--- src/rtl/ptorch_pkg.sv ---
// Shared types, widths and codes for the plasma torch height controller.
`timescale 1ns / 1ps
`default_nettype none
package ptorch_pkg;

    // Field and state widths
    localparam int unsigned CMD_W     = 2;
    localparam int unsigned VOLT_W    = 10;
    localparam int unsigned HYST_W    = 10;
    localparam int unsigned CFG_W     = 16;
    localparam int unsigned CFG_IDX_W = 3;
    localparam int unsigned EDGE_W    = 16;
    localparam int unsigned WIN_W     = 8;
    localparam int unsigned TIME_W    = 32;
    localparam int unsigned COUNT_W   = 16;
    localparam int unsigned SUM_W     = 26;
    localparam int unsigned AVG_W     = 14;
    localparam int unsigned FRAC_W    = 4;     // Q.4 fraction bits

    localparam int unsigned WINDOW_TICKS_DEFAULT = 250;

    // Command codes
    localparam logic [CMD_W-1:0] CMD_EDGE = 2'd0;
    localparam logic [CMD_W-1:0] CMD_TICK = 2'd1;
    localparam logic [CMD_W-1:0] CMD_CTRL = 2'd2;
    localparam logic [CMD_W-1:0] CMD_NOP  = 2'd3;

    // Register indexes
    localparam logic [CFG_IDX_W-1:0] REG_FREQ_LOW   = 3'd0;
    localparam logic [CFG_IDX_W-1:0] REG_FREQ_HIGH  = 3'd1;
    localparam logic [CFG_IDX_W-1:0] REG_PIERCE_MS  = 3'd2;
    localparam logic [CFG_IDX_W-1:0] REG_AVERAGE_MS = 3'd3;
    localparam logic [CFG_IDX_W-1:0] REG_HYSTERESIS = 3'd4;

    // Register reset values
    localparam logic [CFG_W-1:0]  FREQ_LOW_RST   = 16'd8000;
    localparam logic [CFG_W-1:0]  FREQ_HIGH_RST  = 16'd12000;
    localparam logic [CFG_W-1:0]  PIERCE_MS_RST  = 16'd500;
    localparam logic [CFG_W-1:0]  AVERAGE_MS_RST = 16'd1000;
    localparam logic [HYST_W-1:0] HYST_RST       = 10'd5;

    typedef struct packed {
        logic [CMD_W-1:0]  cmd;
        logic              torch_request;
        logic              arc_detect;
        logic [VOLT_W-1:0] arc_voltage;
    } t_in_item;

    typedef struct packed {
        logic torch_enable;
        logic arc_ok_out;
        logic z_up;
        logic z_down;
        logic ready_res;
    } t_out_item;

    // Controller to datapath
    typedef struct packed {
        logic latch;
        logic exec;
        logic arm;
        logic cmp;
        logic avg_load;
        logic out_load;
    } t_ctrl_cmd;

    // Datapath to controller
    typedef struct packed {
        logic need_arm;
        logic go_cmp;
        logic sample;
        logic div_done;
        logic out_free;
    } t_dp_stat;

endpackage
`default_nettype wire

--- src/rtl/ptorch_if.sv ---
// Valid/ready channel interfaces for input and result transactions.
`timescale 1ns / 1ps
`default_nettype none
interface ptorch_in_if;
    logic                 valid;
    logic                 ready;
    ptorch_pkg::t_in_item data;

    modport source (output valid, output data, input ready);
    modport sink   (input valid, input data, output ready);
endinterface

interface ptorch_out_if;
    logic                  valid;
    logic                  ready;
    ptorch_pkg::t_out_item data;

    modport source (output valid, output data, input ready);
    modport sink   (input valid, input data, output ready);
endinterface
`default_nettype wire

--- src/rtl/ptorch_div.sv ---
// Restoring divider, one quotient bit per cycle, for the Q.4 voltage average.
`timescale 1ns / 1ps
`default_nettype none
module ptorch_div (
    input  logic                            i_clk,
    input  logic                            i_rst_n,
    input  logic                            i_start,
    input  logic [ptorch_pkg::SUM_W-1:0]    i_dividend,
    input  logic [ptorch_pkg::COUNT_W-1:0]  i_divisor,
    output logic                            o_done,
    output logic [ptorch_pkg::AVG_W-1:0]    o_quot
);
    import ptorch_pkg::*;

    localparam int unsigned EXT_W  = SUM_W + FRAC_W;
    localparam int unsigned STEP_W = $clog2(AVG_W);

    // The average never exceeds the largest sample, so the quotient fits in
    // AVG_W bits and the upper dividend bits already lie below the divisor.
    logic [EXT_W-1:0]   dividend_x;
    logic [COUNT_W-1:0] r_rem, n_rem;
    logic [AVG_W-1:0]   r_q, n_q;
    logic [COUNT_W-1:0] r_div;
    logic [STEP_W-1:0]  r_step;
    logic               r_busy;
    logic               r_done;
    logic [COUNT_W:0]   rem_sh;
    logic               ge;

    assign dividend_x = {i_dividend, {FRAC_W{1'b0}}};

    // One restoring step
    always_comb begin
        rem_sh = {r_rem, r_q[AVG_W-1]};
        ge     = (rem_sh >= {1'b0, r_div});
        n_rem  = ge ? COUNT_W'(rem_sh - {1'b0, r_div}) : COUNT_W'(rem_sh);
        n_q    = {r_q[AVG_W-2:0], ge};
    end

    // Iteration control
    always_ff @(posedge i_clk) begin
        if (!i_rst_n) begin
            r_busy <= 1'b0;
            r_done <= 1'b0;
            r_step <= '0;
        end else begin
            r_done <= 1'b0;
            if (i_start) begin
                r_busy <= 1'b1;
                r_step <= STEP_W'(AVG_W - 1);
            end else if (r_busy) begin
                r_step <= r_step - 1'b1;
                if (r_step == '0) begin
                    r_busy <= 1'b0;
                    r_done <= 1'b1;
                end
            end
        end
    end

    // Remainder and quotient shift register
    always_ff @(posedge i_clk) begin
        if (i_start) begin
            r_rem <= dividend_x[EXT_W-1 -: COUNT_W];
            r_q   <= dividend_x[AVG_W-1:0];
            r_div <= i_divisor;
        end else if (r_busy) begin
            r_rem <= n_rem;
            r_q   <= n_q;
        end
    end

    assign o_done = r_done;
    assign o_quot = r_q;
endmodule
`default_nettype wire

--- src/rtl/ptorch_dp.sv ---
// Datapath: edge window, millisecond clock, averaging, Z control, result register.
`timescale 1ns / 1ps
`default_nettype none
module ptorch_dp #(
    parameter int unsigned WINDOW_TICKS = ptorch_pkg::WINDOW_TICKS_DEFAULT
) (
    input  logic                              i_clk,
    input  logic                              i_rst_n,
    input  logic                              i_cfg_we,
    input  logic [ptorch_pkg::CFG_IDX_W-1:0]  i_cfg_idx,
    input  logic [ptorch_pkg::CFG_W-1:0]      i_cfg_data,
    input  ptorch_pkg::t_in_item              i_item,
    input  ptorch_pkg::t_ctrl_cmd             i_cmd,
    output ptorch_pkg::t_dp_stat              o_stat,
    input  logic                              i_out_ready,
    output logic                              o_out_valid,
    output ptorch_pkg::t_out_item             o_out_data
);
    import ptorch_pkg::*;

    localparam logic [WIN_W-1:0] WIN_LAST = WIN_W'(WINDOW_TICKS);

    // Configuration registers
    logic [CFG_W-1:0]  r_freq_low, r_freq_high, r_pierce_ms, r_average_ms;
    logic [HYST_W-1:0] r_hyst;

    // Latched transaction
    t_in_item r_item;

    // Block state
    logic [EDGE_W-1:0]  r_edge_count;
    logic [WIN_W-1:0]   r_window;
    logic               r_ready_flag;
    logic [TIME_W-1:0]  r_now;
    logic               r_arc_ok;
    logic               r_armed;
    logic [TIME_W-1:0]  r_measure_start;
    logic [TIME_W-1:0]  r_control_start;
    logic [COUNT_W-1:0] r_count;
    logic [SUM_W-1:0]   r_sum;
    logic [AVG_W-1:0]   r_avg;
    logic               r_z_up, r_z_down;
    logic               r_out_valid;
    t_out_item          r_out_data;

    logic               clr;
    logic               arc_ok_n;
    logic               is_ctrl;
    logic [WIN_W:0]     window_inc;
    logic [EDGE_W:0]    doubled;
    logic [SUM_W-1:0]   sum_n;
    logic [COUNT_W-1:0] count_n;
    logic [AVG_W-1:0]   v_q4, h_q4;
    logic [AVG_W:0]     upper_th, lower_v;
    logic               div_done;
    logic [AVG_W-1:0]   div_quot;

    // Configuration writes, taken in any state
    always_ff @(posedge i_clk) begin
        if (!i_rst_n) begin
            r_freq_low   <= FREQ_LOW_RST;
            r_freq_high  <= FREQ_HIGH_RST;
            r_pierce_ms  <= PIERCE_MS_RST;
            r_average_ms <= AVERAGE_MS_RST;
            r_hyst       <= HYST_RST;
        end else if (i_cfg_we) begin
            case (i_cfg_idx)
                REG_FREQ_LOW:   r_freq_low   <= i_cfg_data;
                REG_FREQ_HIGH:  r_freq_high  <= i_cfg_data;
                REG_PIERCE_MS:  r_pierce_ms  <= i_cfg_data;
                REG_AVERAGE_MS: r_average_ms <= i_cfg_data;
                REG_HYSTERESIS: r_hyst       <= i_cfg_data[HYST_W-1:0];
                default: ;
            endcase
        end
    end

    // Transaction latch
    always_ff @(posedge i_clk) begin
        if (i_cmd.latch) begin
            r_item <= i_item;
        end
    end

    // Decode of the latched control step
    assign is_ctrl    = (r_item.cmd == CMD_CTRL);
    assign clr        = r_item.torch_request && !r_arc_ok;
    assign arc_ok_n   = r_item.arc_detect && r_item.torch_request;
    assign window_inc = {1'b0, r_window} + 1'b1;
    assign doubled    = {r_edge_count, 1'b0};

    // Sample accumulate
    assign sum_n   = r_sum + SUM_W'(r_item.arc_voltage);
    assign count_n = r_count + 1'b1;

    // Hysteresis compare in Q.4
    assign v_q4     = {r_item.arc_voltage, {FRAC_W{1'b0}}};
    assign h_q4     = {r_hyst, {FRAC_W{1'b0}}};
    assign upper_th = {1'b0, r_avg} + {1'b0, h_q4};
    assign lower_v  = {1'b0, v_q4} + {1'b0, h_q4};

    // Status toward the controller
    always_comb begin
        o_stat.need_arm = is_ctrl && arc_ok_n && (clr || !r_armed);
        o_stat.go_cmp   = is_ctrl && arc_ok_n;
        o_stat.sample   = (r_now > r_measure_start) && (r_now < r_control_start)
                          && (r_count != {COUNT_W{1'b1}});
        o_stat.div_done = div_done;
        o_stat.out_free = !r_out_valid || i_out_ready;
    end

    // Architectural state update
    always_ff @(posedge i_clk) begin
        if (!i_rst_n) begin
            r_edge_count    <= '0;
            r_window        <= '0;
            r_ready_flag    <= 1'b0;
            r_now           <= '0;
            r_arc_ok        <= 1'b0;
            r_armed         <= 1'b0;
            r_measure_start <= '0;
            r_control_start <= '0;
            r_count         <= '0;
            r_sum           <= '0;
            r_avg           <= '0;
            r_z_up          <= 1'b0;
            r_z_down        <= 1'b0;
        end else begin
            if (i_cmd.exec) begin
                case (r_item.cmd)
                    CMD_EDGE: begin
                        if (r_edge_count != {EDGE_W{1'b1}}) begin
                            r_edge_count <= r_edge_count + 1'b1;
                        end
                    end
                    CMD_TICK: begin
                        r_now <= r_now + 1'b1;
                        if (window_inc >= {1'b0, WIN_LAST}) begin
                            r_ready_flag <= (doubled > {1'b0, r_freq_low})
                                            && (doubled < {1'b0, r_freq_high});
                            r_edge_count <= '0;
                            r_window     <= '0;
                        end else begin
                            r_window <= window_inc[WIN_W-1:0];
                        end
                    end
                    CMD_CTRL: begin
                        if (clr) begin
                            r_armed         <= 1'b0;
                            r_control_start <= '0;
                            r_count         <= '0;
                            r_sum           <= '0;
                            r_avg           <= '0;
                        end
                        r_arc_ok <= arc_ok_n;
                        if (!arc_ok_n) begin
                            r_z_up   <= 1'b0;
                            r_z_down <= 1'b0;
                            if (clr) begin
                                r_measure_start <= '0;
                            end
                        end else if (clr || !r_armed) begin
                            r_measure_start <= r_now + TIME_W'(r_pierce_ms);
                        end
                    end
                    default: ;
                endcase
            end

            // Second half of arming: end of the averaging interval
            if (i_cmd.arm) begin
                r_control_start <= r_measure_start + TIME_W'(r_average_ms);
                r_armed         <= 1'b1;
            end

            // Sampling or height control against the armed times
            if (i_cmd.cmp) begin
                if (o_stat.sample) begin
                    r_count <= count_n;
                    r_sum   <= sum_n;
                end
                if (r_now > r_control_start) begin
                    if ({1'b0, v_q4} > upper_th) begin
                        r_z_up   <= 1'b0;
                        r_z_down <= 1'b1;
                    end else if (lower_v < {1'b0, r_avg}) begin
                        r_z_up   <= 1'b1;
                        r_z_down <= 1'b0;
                    end else begin
                        r_z_up   <= 1'b0;
                        r_z_down <= 1'b0;
                    end
                end
            end

            if (i_cmd.avg_load) begin
                r_avg <= div_quot;
            end
        end
    end

    // Average = sum * 16 / count
    ptorch_div u_div (
        .i_clk      (i_clk),
        .i_rst_n    (i_rst_n),
        .i_start    (i_cmd.cmp && o_stat.sample),
        .i_dividend (sum_n),
        .i_divisor  (count_n),
        .o_done     (div_done),
        .o_quot     (div_quot)
    );

    // Result register
    always_ff @(posedge i_clk) begin
        if (!i_rst_n) begin
            r_out_valid <= 1'b0;
        end else if (i_cmd.out_load) begin
            r_out_valid <= 1'b1;
        end else if (i_out_ready) begin
            r_out_valid <= 1'b0;
        end
    end

    always_ff @(posedge i_clk) begin
        if (i_cmd.out_load) begin
            r_out_data.torch_enable <= r_item.torch_request && r_ready_flag;
            r_out_data.arc_ok_out   <= r_arc_ok;
            r_out_data.z_up         <= r_z_up;
            r_out_data.z_down       <= r_z_down;
            r_out_data.ready_res    <= r_ready_flag;
        end
    end

    assign o_out_valid = r_out_valid;
    assign o_out_data  = r_out_data;
endmodule
`default_nettype wire

--- src/rtl/ptorch_ctrl.sv ---
// Controller state machine sequencing one transaction through the datapath.
`timescale 1ns / 1ps
`default_nettype none
module ptorch_ctrl (
    input  logic                   i_clk,
    input  logic                   i_rst_n,
    input  logic                   i_in_valid,
    input  ptorch_pkg::t_dp_stat   i_stat,
    output logic                   o_in_ready,
    output ptorch_pkg::t_ctrl_cmd  o_cmd
);
    import ptorch_pkg::*;

    localparam logic [2:0] S_IDLE  = 3'd0;
    localparam logic [2:0] S_EXEC  = 3'd1;
    localparam logic [2:0] S_ARM   = 3'd2;
    localparam logic [2:0] S_CMP   = 3'd3;
    localparam logic [2:0] S_DIV   = 3'd4;
    localparam logic [2:0] S_WRITE = 3'd5;

    logic [2:0] r_state, n_state;

    // Next state and commands
    always_comb begin
        n_state    = r_state;
        o_cmd      = '0;
        o_in_ready = 1'b0;
        case (r_state)
            S_IDLE: begin
                o_in_ready = 1'b1;
                if (i_in_valid) begin
                    o_cmd.latch = 1'b1;
                    n_state     = S_EXEC;
                end
            end
            S_EXEC: begin
                o_cmd.exec = 1'b1;
                if (i_stat.need_arm) begin
                    n_state = S_ARM;
                end else if (i_stat.go_cmp) begin
                    n_state = S_CMP;
                end else begin
                    n_state = S_WRITE;
                end
            end
            S_ARM: begin
                o_cmd.arm = 1'b1;
                n_state   = S_CMP;
            end
            S_CMP: begin
                o_cmd.cmp = 1'b1;
                n_state   = i_stat.sample ? S_DIV : S_WRITE;
            end
            S_DIV: begin
                if (i_stat.div_done) begin
                    o_cmd.avg_load = 1'b1;
                    n_state        = S_WRITE;
                end
            end
            S_WRITE: begin
                if (i_stat.out_free) begin
                    o_cmd.out_load = 1'b1;
                    n_state        = S_IDLE;
                end
            end
            default: n_state = S_IDLE;
        endcase
    end

    always_ff @(posedge i_clk) begin
        if (!i_rst_n) begin
            r_state <= S_IDLE;
        end else begin
            r_state <= n_state;
        end
    end
endmodule
`default_nettype wire

--- src/rtl/plasma_torch_height_control.sv ---
// Top level of the plasma torch height controller.
//
// Usage:
//   i_in carries one transaction per command: a charge-pump edge, a
//   millisecond tick, a control step or a no-op, with the torch request,
//   arc detect and arc voltage sample. o_out returns exactly one result
//   transaction per input: torch enable, arc ok, Z up, Z down, ready.
//   The configuration port writes a register at each edge with i_cfg_we
//   high; write it only while no transaction is in flight.
// Timing:
//   A transaction is accepted, executed and written out before the next is
//   accepted. A control step with the arc ok adds a time compare, an arm
//   step when it arms the pierce/averaging times, and a divide wait when
//   it takes a voltage sample: the restoring divider that forms the Q.4
//   average produces one quotient bit per cycle, 14 bits. A step that
//   arms never samples.
// Reset: synchronous, active low; clears all state, loads register defaults.
// Stall: the result register holds while o_out.ready is low; one more input
//   is accepted and computed, then the block waits to deliver it.
`timescale 1ns / 1ps
`default_nettype none
module plasma_torch_height_control #(
    parameter int unsigned WINDOW_TICKS = ptorch_pkg::WINDOW_TICKS_DEFAULT
) (
    input  logic                              i_clk,
    input  logic                              i_rst_n,
    input  logic                              i_cfg_we,
    input  logic [ptorch_pkg::CFG_IDX_W-1:0]  i_cfg_idx,
    input  logic [ptorch_pkg::CFG_W-1:0]      i_cfg_data,
    ptorch_in_if.sink                         i_in,
    ptorch_out_if.source                      o_out
);
    import ptorch_pkg::*;

    t_ctrl_cmd ctrl_cmd;
    t_dp_stat  dp_stat;
    logic      in_ready;
    logic      out_valid;
    t_out_item out_data;

    ptorch_ctrl u_ctrl (
        .i_clk      (i_clk),
        .i_rst_n    (i_rst_n),
        .i_in_valid (i_in.valid),
        .i_stat     (dp_stat),
        .o_in_ready (in_ready),
        .o_cmd      (ctrl_cmd)
    );

    ptorch_dp #(
        .WINDOW_TICKS (WINDOW_TICKS)
    ) u_dp (
        .i_clk       (i_clk),
        .i_rst_n     (i_rst_n),
        .i_cfg_we    (i_cfg_we),
        .i_cfg_idx   (i_cfg_idx),
        .i_cfg_data  (i_cfg_data),
        .i_item      (i_in.data),
        .i_cmd       (ctrl_cmd),
        .o_stat      (dp_stat),
        .i_out_ready (o_out.ready),
        .o_out_valid (out_valid),
        .o_out_data  (out_data)
    );

    assign i_in.ready  = in_ready;
    assign o_out.valid = out_valid;
    assign o_out.data  = out_data;
endmodule
`default_nettype wire

--- src/flat_wrapper.sv ---
// flat-port wrapper written by rule: the top's interface ports become plain ports
module plasma_torch_height_control_flat import ptorch_pkg::*;
#(
    parameter int unsigned WINDOW_TICKS = ptorch_pkg::WINDOW_TICKS_DEFAULT
)
  (i_clk, i_rst_n, i_cfg_we, i_cfg_idx, i_cfg_data, i_in_valid, i_in_data, i_in_ready, o_out_valid, o_out_data, o_out_ready);
  ptorch_in_if i_in_i ();
  ptorch_out_if o_out_i ();
  input  logic i_clk;
  input  logic i_rst_n;
  input  logic i_cfg_we;
  input  logic [ptorch_pkg::CFG_IDX_W-1:0] i_cfg_idx;
  input  logic [ptorch_pkg::CFG_W-1:0] i_cfg_data;
  input wire logic [$bits(i_in_i.valid)-1:0] i_in_valid;
  input wire logic [$bits(i_in_i.data)-1:0] i_in_data;
  output wire logic [$bits(i_in_i.ready)-1:0] i_in_ready;
  output wire logic [$bits(o_out_i.valid)-1:0] o_out_valid;
  output wire logic [$bits(o_out_i.data)-1:0] o_out_data;
  input wire logic [$bits(o_out_i.ready)-1:0] o_out_ready;
  assign i_in_i.valid = i_in_valid;
  assign i_in_i.data = i_in_data;
  assign i_in_ready = i_in_i.ready;
  assign o_out_valid = o_out_i.valid;
  assign o_out_data = o_out_i.data;
  assign o_out_i.ready = o_out_ready;
  plasma_torch_height_control #(.WINDOW_TICKS(WINDOW_TICKS)) u_core (.i_clk(i_clk), .i_rst_n(i_rst_n), .i_cfg_we(i_cfg_we), .i_cfg_idx(i_cfg_idx), .i_cfg_data(i_cfg_data), .i_in(i_in_i), .o_out(o_out_i));
endmodule
--- config.mk ---
export PLATFORM = sky130hd
export DESIGN_NAME = plasma_torch_height_control_flat
export DESIGN_NICKNAME = d
export VERILOG_FILES = /design/src/rtl/ptorch_pkg.sv /design/src/rtl/ptorch_if.sv /design/src/rtl/ptorch_div.sv /design/src/rtl/ptorch_dp.sv /design/src/rtl/ptorch_ctrl.sv /design/src/rtl/plasma_torch_height_control.sv /design/src/flat_wrapper.sv
export SDC_FILE = /design/constraint.sdc
export NUM_CORES = 1
export LEC_CHECK = 0
export ABC_AREA = 1
export BUFFER_PORTS_ARGS = -buffer_cell sky130_fd_sc_hd__buf_4
export CAP_MARGIN = 20
export CORE_MARGIN = 2
export CORE_UTILIZATION = 30
export DETAILED_ROUTE_END_ITERATION = 10
export PLACE_DENSITY = 0.48
export SLEW_MARGIN = 20
export SYNTH_ARGS = -nofsm -noshare
export SYNTH_HDL_FRONTEND = slang
export SYNTH_SLANG_ARGS = --single-unit
--- constraint.sdc ---
create_clock -name i_clk -period 2.36 [get_ports i_clk]
set_input_delay 0.708 -clock i_clk [delete_from_list [all_inputs] [get_ports i_clk]]
set_output_delay 0.708 -clock i_clk [all_outputs]
set_load 0.05 [all_outputs]
After elaboration in Yosys (flattened, before gate mapping)
Cells that the tools add are included.
- add/sub/neg operators: 11
- multipliers: 0
- divide/modulo/power cells: 0
- $lt $le $gt $ge: 9
- equal/unequal tests: 19
- mux-type cells: 71
- reductions and logical operators: 43
- shift operators: 0
- bitwise operators: 2
- operator list (kind ; count):
    32-bit 2-to-1 mux ; 6
    16-bit 2-to-1 mux ; 10
    26-bit 2-to-1 mux ; 5
    14-bit 2-to-1 mux ; 6
    32-bit by 16-bit adder with 32-bit output ; 2
    32-bit > comparator ; 2
    1-bit 2-to-1 mux ; 34
    16-bit by 1-bit adder with 16-bit output (second input constant) ; 2
    32-bit by 1-bit adder with 32-bit output (second input constant) ; 1
    32-bit less-than comparator ; 1
    16-bit inequality test (second input constant) ; 2
    16-bit one-hot mux with 2 select lines ; 1
    14-bit by 14-bit adder with 15-bit output ; 2
    26-bit by 10-bit adder with 26-bit output ; 1
    2-bit nonzero test ; 10
    3-bit one-hot mux with 6 select lines ; 1
    17-bit by 16-bit greater-or-equal comparator with 1-bit output ; 1
    17-bit by 16-bit > comparator with 1-bit output ; 1
    17-bit by 16-bit less-than comparator with 1-bit output ; 1
    16-bit subtractor ; 1
    14-bit by 15-bit > comparator with 1-bit output ; 1
    15-bit by 14-bit less-than comparator with 1-bit output ; 1
    3-bit 2-to-1 mux ; 5
    2-bit AND reduction ; 7
    other kinds (23) ; 51
- output and inout bits: 7
- logic and storage cells: 192
- memory bits (writable): 0
- latch bits: 0
- bits in read-only memories: 0
- flip-flop bits (word level): 330
- memories kept: 0
- bits of input ports: 38

Longest topological paths before layout
Gate-level depths: netlist (run 1).
- depth after elaboration: 7
- depth in mapped cells: 19
- gate-level depth less buffers: 18

By module
From an unflattened synthesis (run 1), not the netlist that was laid out.
- cells, all modules: 3277
- area, all modules: 22313.9 um^2
- by module, submodules not included (module ; cells each ; seq. area each (um^2) ; times used ; area each (um^2)):
    ptorch_dp ; 2800 ; 5695.5 ; 1 ; 18720.5
    ptorch_div ; 434 ; 1461.4 ; 1 ; 3348.2
    ptorch_ctrl ; 43 ; 60.1 ; 1 ; 245.2

Least setup slack after synthesis (run 1)
OpenSTA, ideal clock, no wires.
- path type: register to register
- from: reg u_core.u_dp.r_item[0] in the netlist's numbering
- to: reg u_core.u_dp.r_z_up
- required time: 2290 ps
- path buffers: 0
- cell stages (with the launch flop): 17
- path slack: -229 ps
- period minus slack after synthesis: 2589 ps
- setup time: 70 ps
- arrival: 2519 ps
- cell sequence: edfxtp_1 ha_1 fa_1 nand3_1 nand2_1 a21oi_1 o21ai_0 xor2_1 ha_1 a21oi_1 o21a_1 nand2_1 nand2_1 nand2_1 a21oi_1 nand4_1 a21oi_1
- cells in the longest elaborated chain, start to end: 6
- elaborated cells on any way between the ends: 7
- classes of those cells: add/sub: 1; order compare: 2; mux: 4
- RTL lines (what ; line ; source):
    from (decl) ; ptorch_dp.sv:28 ; t_in_item r_item;
    from (signal assigned) ; ptorch_dp.sv:81 ; r_item <= i_item;
    14-bit by 14-bit adder with 15-bit output ; ptorch_dp.sv:100 ; assign lower_v = {1'b0, v_q4} + {1'b0, h_q4};
    15-bit by 14-bit less-than comparator with 1-bit output ; ptorch_dp.sv:186 ; end else if (lower_v < {1'b0, r_avg}) begin
    1-bit 2-to-1 mux ; ptorch_dp.sv:186 ;
    1-bit 2-to-1 mux (*) ; ptorch_dp.sv:183 ; if ({1'b0, v_q4} > upper_th) begin
    1-bit 2-to-1 mux (*) ; ptorch_dp.sv:182 ; if (r_now > r_control_start) begin
    1-bit 2-to-1 mux (*) ; ptorch_dp.sv:177 ; if (i_cmd.cmp) begin
    to (signal assigned) ; ptorch_dp.sv:184 ; r_z_up <= 1'b0;
    to (signal assigned) ; ptorch_dp.sv:187 ; r_z_up <= 1'b1;
    to (signal assigned) ; ptorch_dp.sv:190 ; r_z_up <= 1'b0;
    to (decl) ; ptorch_dp.sv:42 ; logic r_z_up, r_z_down;
Mark *: on every way between the ends. The rest lies on a longest branch, timed or not.
A chain may end at the register's enable or synchronous reset.

Final worst setup path (run 1)
Same ends and word-level chain as after synthesis.

==> qor.csv, run 1 <==
stage;metric;value;unit
status;status;finished with violations;
status;violations;setup timing;
critical_path;criticalPathCategory;register to register;
clock_network;numClockSinks;330;
floorplan;fp.dieH;273;um
clock_network;clk_pin_slew;0.07;ns
synth;synthesis.nets;3336;
synth;synth-edff-count;61;
cells_and_area;nets;3644;
sta;finalHoldViolCount;0;
critical_path;crit_path_max_fanout;2;
critical_path;critPathLaunch;u_core.u_dp.r_item[0];
floorplan;die_w;273;um
floorplan;initial_utilization;0.303;
sta;finalSetupTns;-0.386;ns
pwr;internal-power;10.8;mW
clock_network;cts_root_buf;clkbuf_16;
global_routing;grt_max_degree;89;
placement;dp_slack;-0.332;ns
sta;report.final.slew_viol_count;0;
critical_path;crit_chain;ha_2 -> fa_2 -> nand3_2 -> nand2_2 -> a21oi_2 -> o21ai_1 -> xor2_1 -> ha_1 -> a21oi_1 -> o21a_1 -> nand2_1 -> nand2_1 -> nand2_1 -> a21oi_2 -> nand4_1 -> a21oi_1;
routing;wire_per_inst;16.3;um
placement;post_dp_cell_area;25000;um^2
pwr;power_frac_clock;0.415;
critical_path;crit_top_cell;nand2_1;
pwr;pwr-share-seq;0.392;
cells_and_area;final_cell_area;28000;um^2
placement;place_hpwl;53700;um
synth;synth_seq_cells;330;
routing;viasPerCell;4.75;
global_routing;grt_pass1_wl;111000;um
routing;drtAntennaViolNets;0;
cells_and_area;area_growth;28.8;%
routing;vias;20800;
critical_path;cp.required;2.87;ns
synth;synth_top_cell_area_share;0.248;
synth;synthArstFlopShare;0;
critical_path;rr_worst_depth;16;
critical_path;max_stage_delay;0.39;ns
global_routing;first_global_vias;19900;
sta;worstMarginPinSlew;0.767;ns
cells_and_area;fillers;7693;
placement;port_buffers;44;
min_path;hold_path_class;primary input to register;
routing;drc;0;
clock_network;ctsHoldBuffers;0;
critical_path;reg2reg_from;u_core.u_dp.r_item[0];
cells_and_area;diodes;0;
sta;finalClockSkew;0.0271;ns
pwr;ir_drop;0.569;mV
synth;yosys.area.top_type;dfxtp_1;
synth;synth_top_cells_by_count;717 x nand2_1, 401 x inv_1, 304 x a21oi_1;
global_routing;grt_remaining_overflow;0;
floorplan;io_pins;45;
global_routing;grt_use_total;0.187;
routing;drtIter0Drc;1301;
critical_path;cp-start-kind;register;
cells_and_area;drive_above_1_share;0.206;
synth;synth_area;21700;um^2
synth;yosysMostFrequentCell;nand2_1;
sta;finalSetupViolCount;6;
critical_path;crit_slowest_cell;edfxtp_1;
sta;slew_headroom;0.486;
synth;synth.avg_cell_area;7.02;um^2
clock_network;cts_buffers;41;
sta;rsz0062_at_grt;yes;
min_path;min_from;i_in_data[5];
synth;synth_flop_cell;dfxtp_1;
min_path;min_to;u_core.u_dp.r_item[5];
sta;setup_ws;-0.235;ns
synth;ys_types;52;
flow_run;maxCapViolations;0;
floorplan;coreArea;71600;um^2
critical_path;crit_buf_inv;0;
clock_network;clock_latency;0.58;ns
placement;globalplace.congestion;0.864;
critical_path;arrival;3.10;ns
pwr;switchingPower;4.62;mW
min_path;hold_path_depth;1;
pwr;p_leak;12.3;nW
floorplan;dieArea;74500;um^2
routing;drtPass1Iterations;5;
synth;synthTopCellsByArea;dfxtp_1 25%, nand2_1 12%, ha_1 11%;
clock_network;htree_num_levels;2;
pwr;swShare;0.299;
critical_path;crit-reg2reg-capture;u_core.u_dp.r_z_up;
clock_network;cts_tree;done;
floorplan;core.rowCount;98;
synth;syn_inst;3093;
synth;ys_seq_area_frac;0.333;
sta;max_freq;385;MHz
clock_network;cts_max_path_buffers;3;
pwr;power.density;553;nW/um^2
sta;period_share;1.10;
critical_path;r2r_slack;-0.23;ns
critical_path;path_delay_family;adder cells;
sta;min_period;2.59;ns
synth;ys.warnings.count;0;
pwr;pwr-share-comb;0.192;
critical_path;cp-end-kind;register;
routing;postRouteWirelength;71300;um
global_routing;antenna_found_initial;1;
-- registers in the layout, summed over array words and instances (netlist names), 5 cells and up --
signal                       flops
u_core.u_dp.u_div.r_rem         16
u_core.u_dp.r_freq_high         16
u_core.u_dp.r_sum               26
u_core.u_dp.r_edge_count        16
u_core.u_dp.o_out_data           5
u_core.u_dp.u_div.r_div         16
u_core.u_dp.r_window             8
u_core.u_dp.r_now               32
u_core.u_dp.r_control_start     32
u_core.u_dp.r_measure_start     32
u_core.u_dp.r_average_ms        16
u_core.u_dp.r_avg               14
u_core.u_dp.u_div.o_quot        14
u_core.u_dp.r_item              14
u_core.u_dp.r_pierce_ms         16
u_core.u_dp.r_freq_low          16
u_core.u_dp.r_count             16
u_core.u_dp.r_hyst              10
-- worst max path at each step --
stage,endpoint,slack [ns],depth (start not counted)
floorplan,u_core.u_dp.r_z_up,-0.14,16
global placement,u_core.u_dp.r_z_up,-0.31,17
detailed placement,u_core.u_dp.r_z_up,-0.33,16
CTS,u_core.u_dp.r_z_up,-0.22,16
global route,u_core.u_dp.r_z_up,-0.45,16
finish,u_core.u_dp.r_z_up,-0.23,16
-- repair_timing --
item	4_1_cts	5_1_grt
cloned	1	9
endpoints found under the setup margin	96	151
hold endpoints to repair	0	0
resized for setup	72	228
pin swaps	29	53
buffers inserted	11	23
-- area by class of cell --
cell class / instances / area, um^2 / share of cell area
clock inverters: 15 / 183 / 0.00653
multi-input cells: 2268 / 13600 / 0.485
well taps: 950 / 1190 / 0.0425
inverters: 413 / 1560 / 0.0558
clock buffers: 56 / 1150 / 0.0412
repair buffers: 347 / 3030 / 0.109
flip-flops and latches: 330 / 7270 / 0.260
-- power by group through the flow --
stage,clock (mW),combinational [mW],sequential [mW]
after floorplan,0,1.49,6.21
after global placement,0,2.60,6.18
after detailed placement,0,2.59,6.18
after CTS,6.59,2.71,6.06
after global routing,6.82,3.28,6.08
final,6.42,2.97,6.07
-- worst reg2reg max path, delay by kind of cell (launching register included) --
family                     cells  cell delay [ns]
adders and majority gates      3             0.88
DFF                            1             0.39
xor gates and xnor gates       1             0.15
and+or+nand+nor                6             0.41
AOI/OAI and AO/OA              6             0.73
-- kinds of logic (layout without fill, tap and decap cells) --
group | count (synthesis) | in the layout | synth area share
flops | 330 | 330 | 0.333
buf+inv | 496 | 831 | 0.0900
compound gates | 570 | 570 | 0.144
xor+xnor | 87 | 87 | 0.0351
fa+ha+maj | 205 | 205 | 0.120
simple gates | 1405 | 1406 | 0.278
-- cells in the final DEF, fill, tap and decap left out, types with 7 or more instances in the layout --
master	n
dfxtp_2	32
clkbuf_8	7
nor3_1	41
nor3_2	14
edfxtp_1	61
a21oi_2	23
nand4_1	36
buf_12	16
nand2_2	47
nor2_2	20
clkbuf_16	48
nor2_1	279
ha_4	27
a21oi_1	280
o21ai_2	30
o21ai_0	132
nand3_2	22
o21ai_1	26
inv_1	389
a21o_1	12
nor2_4	8
nand3b_1	8
clkbuf_1	8
ha_1	166
inv_2	20
nor4_1	15
nand3_1	215
dfxtp_1	234
o211ai_1	18
nand2_4	15
buf_4	305
buf_6	13
nand2_1	659
xnor2_1	25
xor2_1	61
o21a_1	14
o22ai_1	11
-- stage by stage --
| stage | std cells | hold slack [ns] | util | total power [mW] |
|---|---|---|---|---|
| finish | 4379 | 0.305 | 0.390 | 15.5 |
| CTS | 4351 | 0.267 | 0.374 | 15.4 |
| detailed placement | 4269 | 0.423 | 0.350 | 8.77 |
| global placement | 4269 | 0.417 | 0.350 | 8.78 |
| global route | 4379 | 0.277 | 0.390 | 16.2 |
| floorplan | 3093 | 0.408 | - | 7.69 |
-- per-layer routing --
metal | track usage | share of wire | vias up
li1 | - | - | 10800
met1 | 0.272 | 0.51 | 9554
met3 | 0.0198 | 0.037 | 86
met4 | 0.0472 | 0.021 | 0
met2 | 0.294 | 0.43 | 326
met5 | 0 | 0 | -
Note: power is estimated with default switching activity, not from simulation.
==> run 2: changes to the inputs <==
--- a/config.mk
+++ b/config.mk
@@ -11,7 +11,7 @@
 export CORE_MARGIN = 2
 export CORE_UTILIZATION = 30
 export DETAILED_ROUTE_END_ITERATION = 10
-export PLACE_DENSITY = 0.48
+export PLACE_DENSITY = 0.46
 export SLEW_MARGIN = 20
 export SYNTH_ARGS = -nofsm -noshare
 export SYNTH_HDL_FRONTEND = slang
==> constraint.sdc (replaced) <==
create_clock -name i_clk -period 2.82 [get_ports i_clk]
set_input_delay 0.846 -clock i_clk [delete_from_list [all_inputs] [get_ports i_clk]]
set_output_delay 0.846 -clock i_clk [all_outputs]
set_load 0.05 [all_outputs]
==> run 2 against run 1 <==
  * The run now ends clean
  * Clock-buffer cell count increased by 7
  * Global-route usage fell by 0.46 points
  * First-iteration DRC count shrank 12%
  * Highest routed layer unchanged
==> qor.csv, run 2 (synthesis gave the netlist of run 1 again) <==
stage;metric;value;unit;change
clock_network;numClockSinks;330;;unchanged
floorplan;initial_utilization;0.303;;unchanged
critical_path;cp-end-kind;register;;unchanged
cells_and_area;regArea;7220;um^2;was 7270 um^2
placement;port_buffers;44;;unchanged
sta;finalHoldViolCount;0;;unchanged
sta;worstMarginPinSlew;0.673;ns;was 0.767 ns
routing;postRouteWirelength;67800;um;was 71300 um
global_routing;grt_use_total;0.183;;was 0.187
global_routing;first_global_vias;19000;;was 19900
pwr;internal-power;8.84;mW;was 10.8 mW
floorplan;fp.dieH;273;um;unchanged
pwr;swShare;0.294;;was 0.299
sta;finalSetupTns;0;ns;was -0.386 ns
global_routing;grt_remaining_overflow;0;;unchanged
global_routing;antenna_found_initial;2;;was 1
clock_network;clk_pin_slew;0.06;ns;was 0.07 ns
flow_run;maxCapViolations;0;;unchanged
placement;place_hpwl;52600;um;was 53700 um
critical_path;crit_path_max_fanout;5;;was 2
global_routing;grt_max_degree;60;;was 89
pwr;ir_drop;0.430;mV;was 0.569 mV
cells_and_area;diodes;0;;unchanged
min_path;hold_path_class;register to register;;was primary input to register
floorplan;coreArea;71600;um^2;unchanged
placement;globalplace.congestion;0.886;;was 0.864
routing;viasPerCell;4.76;;was 4.75
clock_network;cts_root_buf;clkbuf_16;;unchanged
sta;finalSetupViolCount;0;;was 6
pwr;power.total;12.5;mW;was 15.5 mW
clock_network;htree_num_levels;2;;unchanged
sta;slew_headroom;0.549;;was 0.486
critical_path;arrival;3.10;ns;about the same
routing;drtAntennaViolNets;0;;unchanged
global_routing;grt_pass1_wl;108000;um;was 111000 um
cells_and_area;final_common_cell;nand2_1;;unchanged
cells_and_area;area_growth;15.5;%;was 28.8%
routing;drtPass1Iterations;5;;unchanged
floorplan;die_w;273;um;unchanged
pwr;switchingPower;3.67;mW;was 4.62 mW
clock_network;cts_max_path_buffers;3;;unchanged
routing;vias;19800;;was 20800
sta;min_period;2.64;ns;was 2.59 ns
cells_and_area;nets;3428;;was 3644
routing;wire_per_inst;16.3;um;about the same
pwr;power.density;500;nW/um^2;was 553 nW/um^2
critical_path;criticalPathCategory;register to register;;unchanged
clock_network;clock_latency;0.57;ns;was 0.58 ns
status;status;finished clean;;was finished with violations
cells_and_area;multi_input_area;12600;um^2;was 13600 um^2
pwr;p_leak;11.0;nW;was 12.3 nW
cells_and_area;drive_above_1_share;0.0901;;was 0.206
pwr;pwr-share-comb;0.158;;was 0.192
floorplan;dieArea;74500;um^2;unchanged
floorplan;io_pins;45;;unchanged
sta;period_share;0.935;;was 1.10
sta;finalClockSkew;0.0320;ns;was 0.0271 ns
cells_and_area;fillers;7809;;was 7693
cells_and_area;final_cell_mix;712 x nand2_1, 401 x inv_1, 297 x a21oi_1;;was 659 x nand2_1, 389 x inv_1, 305 x buf_4
sta;report.final.slew_viol_count;0;;unchanged
routing;drc;0;;unchanged
clock_network;cts_tree;done;;unchanged
critical_path;cp-start-kind;register;;unchanged
pwr;power_frac_clock;0.434;;was 0.415
floorplan;core.rowCount;98;;unchanged
cells_and_area;reg_top3;u_core.u_dp.r_control_start: 32 flops, u_core.u_dp.r_measure_start: 32 flops, u_core.u_dp.r_now: 32 flops;;unchanged
routing;drtIter0Drc;1151;;was 1301
pwr;pwr-share-seq;0.408;;was 0.392
critical_path;cp.required;3.28;ns;was 2.87 ns
clock_network;cts_buffers;42;;was 41
sta;max_freq;379;MHz;was 385 MHz
[run 2: per-stage QoR]
step | setup WS [ns] | util | cells | area (um^2) | hold WS [ns]
2_1_floorplan | 0.231 | - | 3093 | 21700 | 0.408
3_3_place_gp | 0.0875 | 0.329 | 4089 | 23600 | 0.441
3_5_place_dp | 0.0759 | 0.329 | 4089 | 23600 | 0.443
4_1_cts | 0.0596 | 0.349 | 4166 | 25000 | 0.406
5_1_grt | -0.00983 | 0.350 | 4168 | 25100 | 0.414
6_report | 0.183 | 0.350 | 4168 | 25100 | 0.445
[run 2: what timing repair did]
| action | 4_1_cts | 5_1_grt |
|---|---|---|
| endpoints found under the setup margin | 0 | 2 |
| resized for setup | 0 | 25 |
| setup buffers | 0 | 2 |
| hold buffers | 0 | 0 |
[run 2: cell type report]
type | count | share of cell area
clock buffers | 63 | 0.0495
clock inverters | 14 | 0.00584
inverters | 413 | 0.0620
multi-input cells | 2267 | 0.503
flip-flops and latches | 330 | 0.288
well taps | 950 | 0.0474
repair buffers | 131 | 0.0437
[run 2: routing by layer]
| layer | track usage | routed length [um] | vias up | share of wire |
|---|---|---|---|---|
| met3 | 0.0198 | 2310 | 80 | 0.034 |
| met4 | 0.0441 | 1440 | 0 | 0.021 |
| met1 | 0.268 | 35100 | 9031 | 0.52 |
| li1 | - | - | 10400 | - |
| met2 | 0.284 | 29000 | 322 | 0.43 |
| met5 | 0 | 0 | - | 0 |
[run 2: path summary, 6_finish.rpt]
| check | start | end | slack [ns] | cells past startpoint |
|---|---|---|---|---|
| max | u_core.u_dp.r_hyst[5] | u_core.u_dp.r_z_up | 0.18 | 17 |
| min | u_core.u_dp.r_arc_ok | u_core.u_dp.o_out_data[3] | 0.44 | 0 |
| max reg2reg | u_core.u_dp.r_hyst[5] | u_core.u_dp.r_z_up | 0.18 | 17 |
| min reg2reg | u_core.u_dp.r_arc_ok | u_core.u_dp.o_out_data[3] | 0.44 | 0 |
[run 2: power by group through the flow]
stage	combinational, mW	sequential, mW	clock, mW
6_report	1.98	5.11	5.44
5_1_grt	2.23	5.12	5.80
4_1_cts	1.95	5.11	5.64
3_5_place_dp	1.94	5.21	0
3_3_place_gp	1.95	5.21	0
2_1_floorplan	1.24	5.19	0
[run 2: worst max-delay path: stages, from the launching register on]
cell and delay, ns:
dfxtp_1 0.33, ha_1 0.37, nand2_1 0.09, inv_1 0.06
nand4_1 0.10, o211ai_1 0.15, nand2_1 0.08, nand2_1 0.09
a21oi_2 0.06, xor2_1 0.16, ha_1 0.31, and3_1 0.20
nand3_1 0.07, o21bai_1 0.06, a21oi_1 0.14, nand2_2 0.09
nand4_1 0.10, a21oi_1 0.06
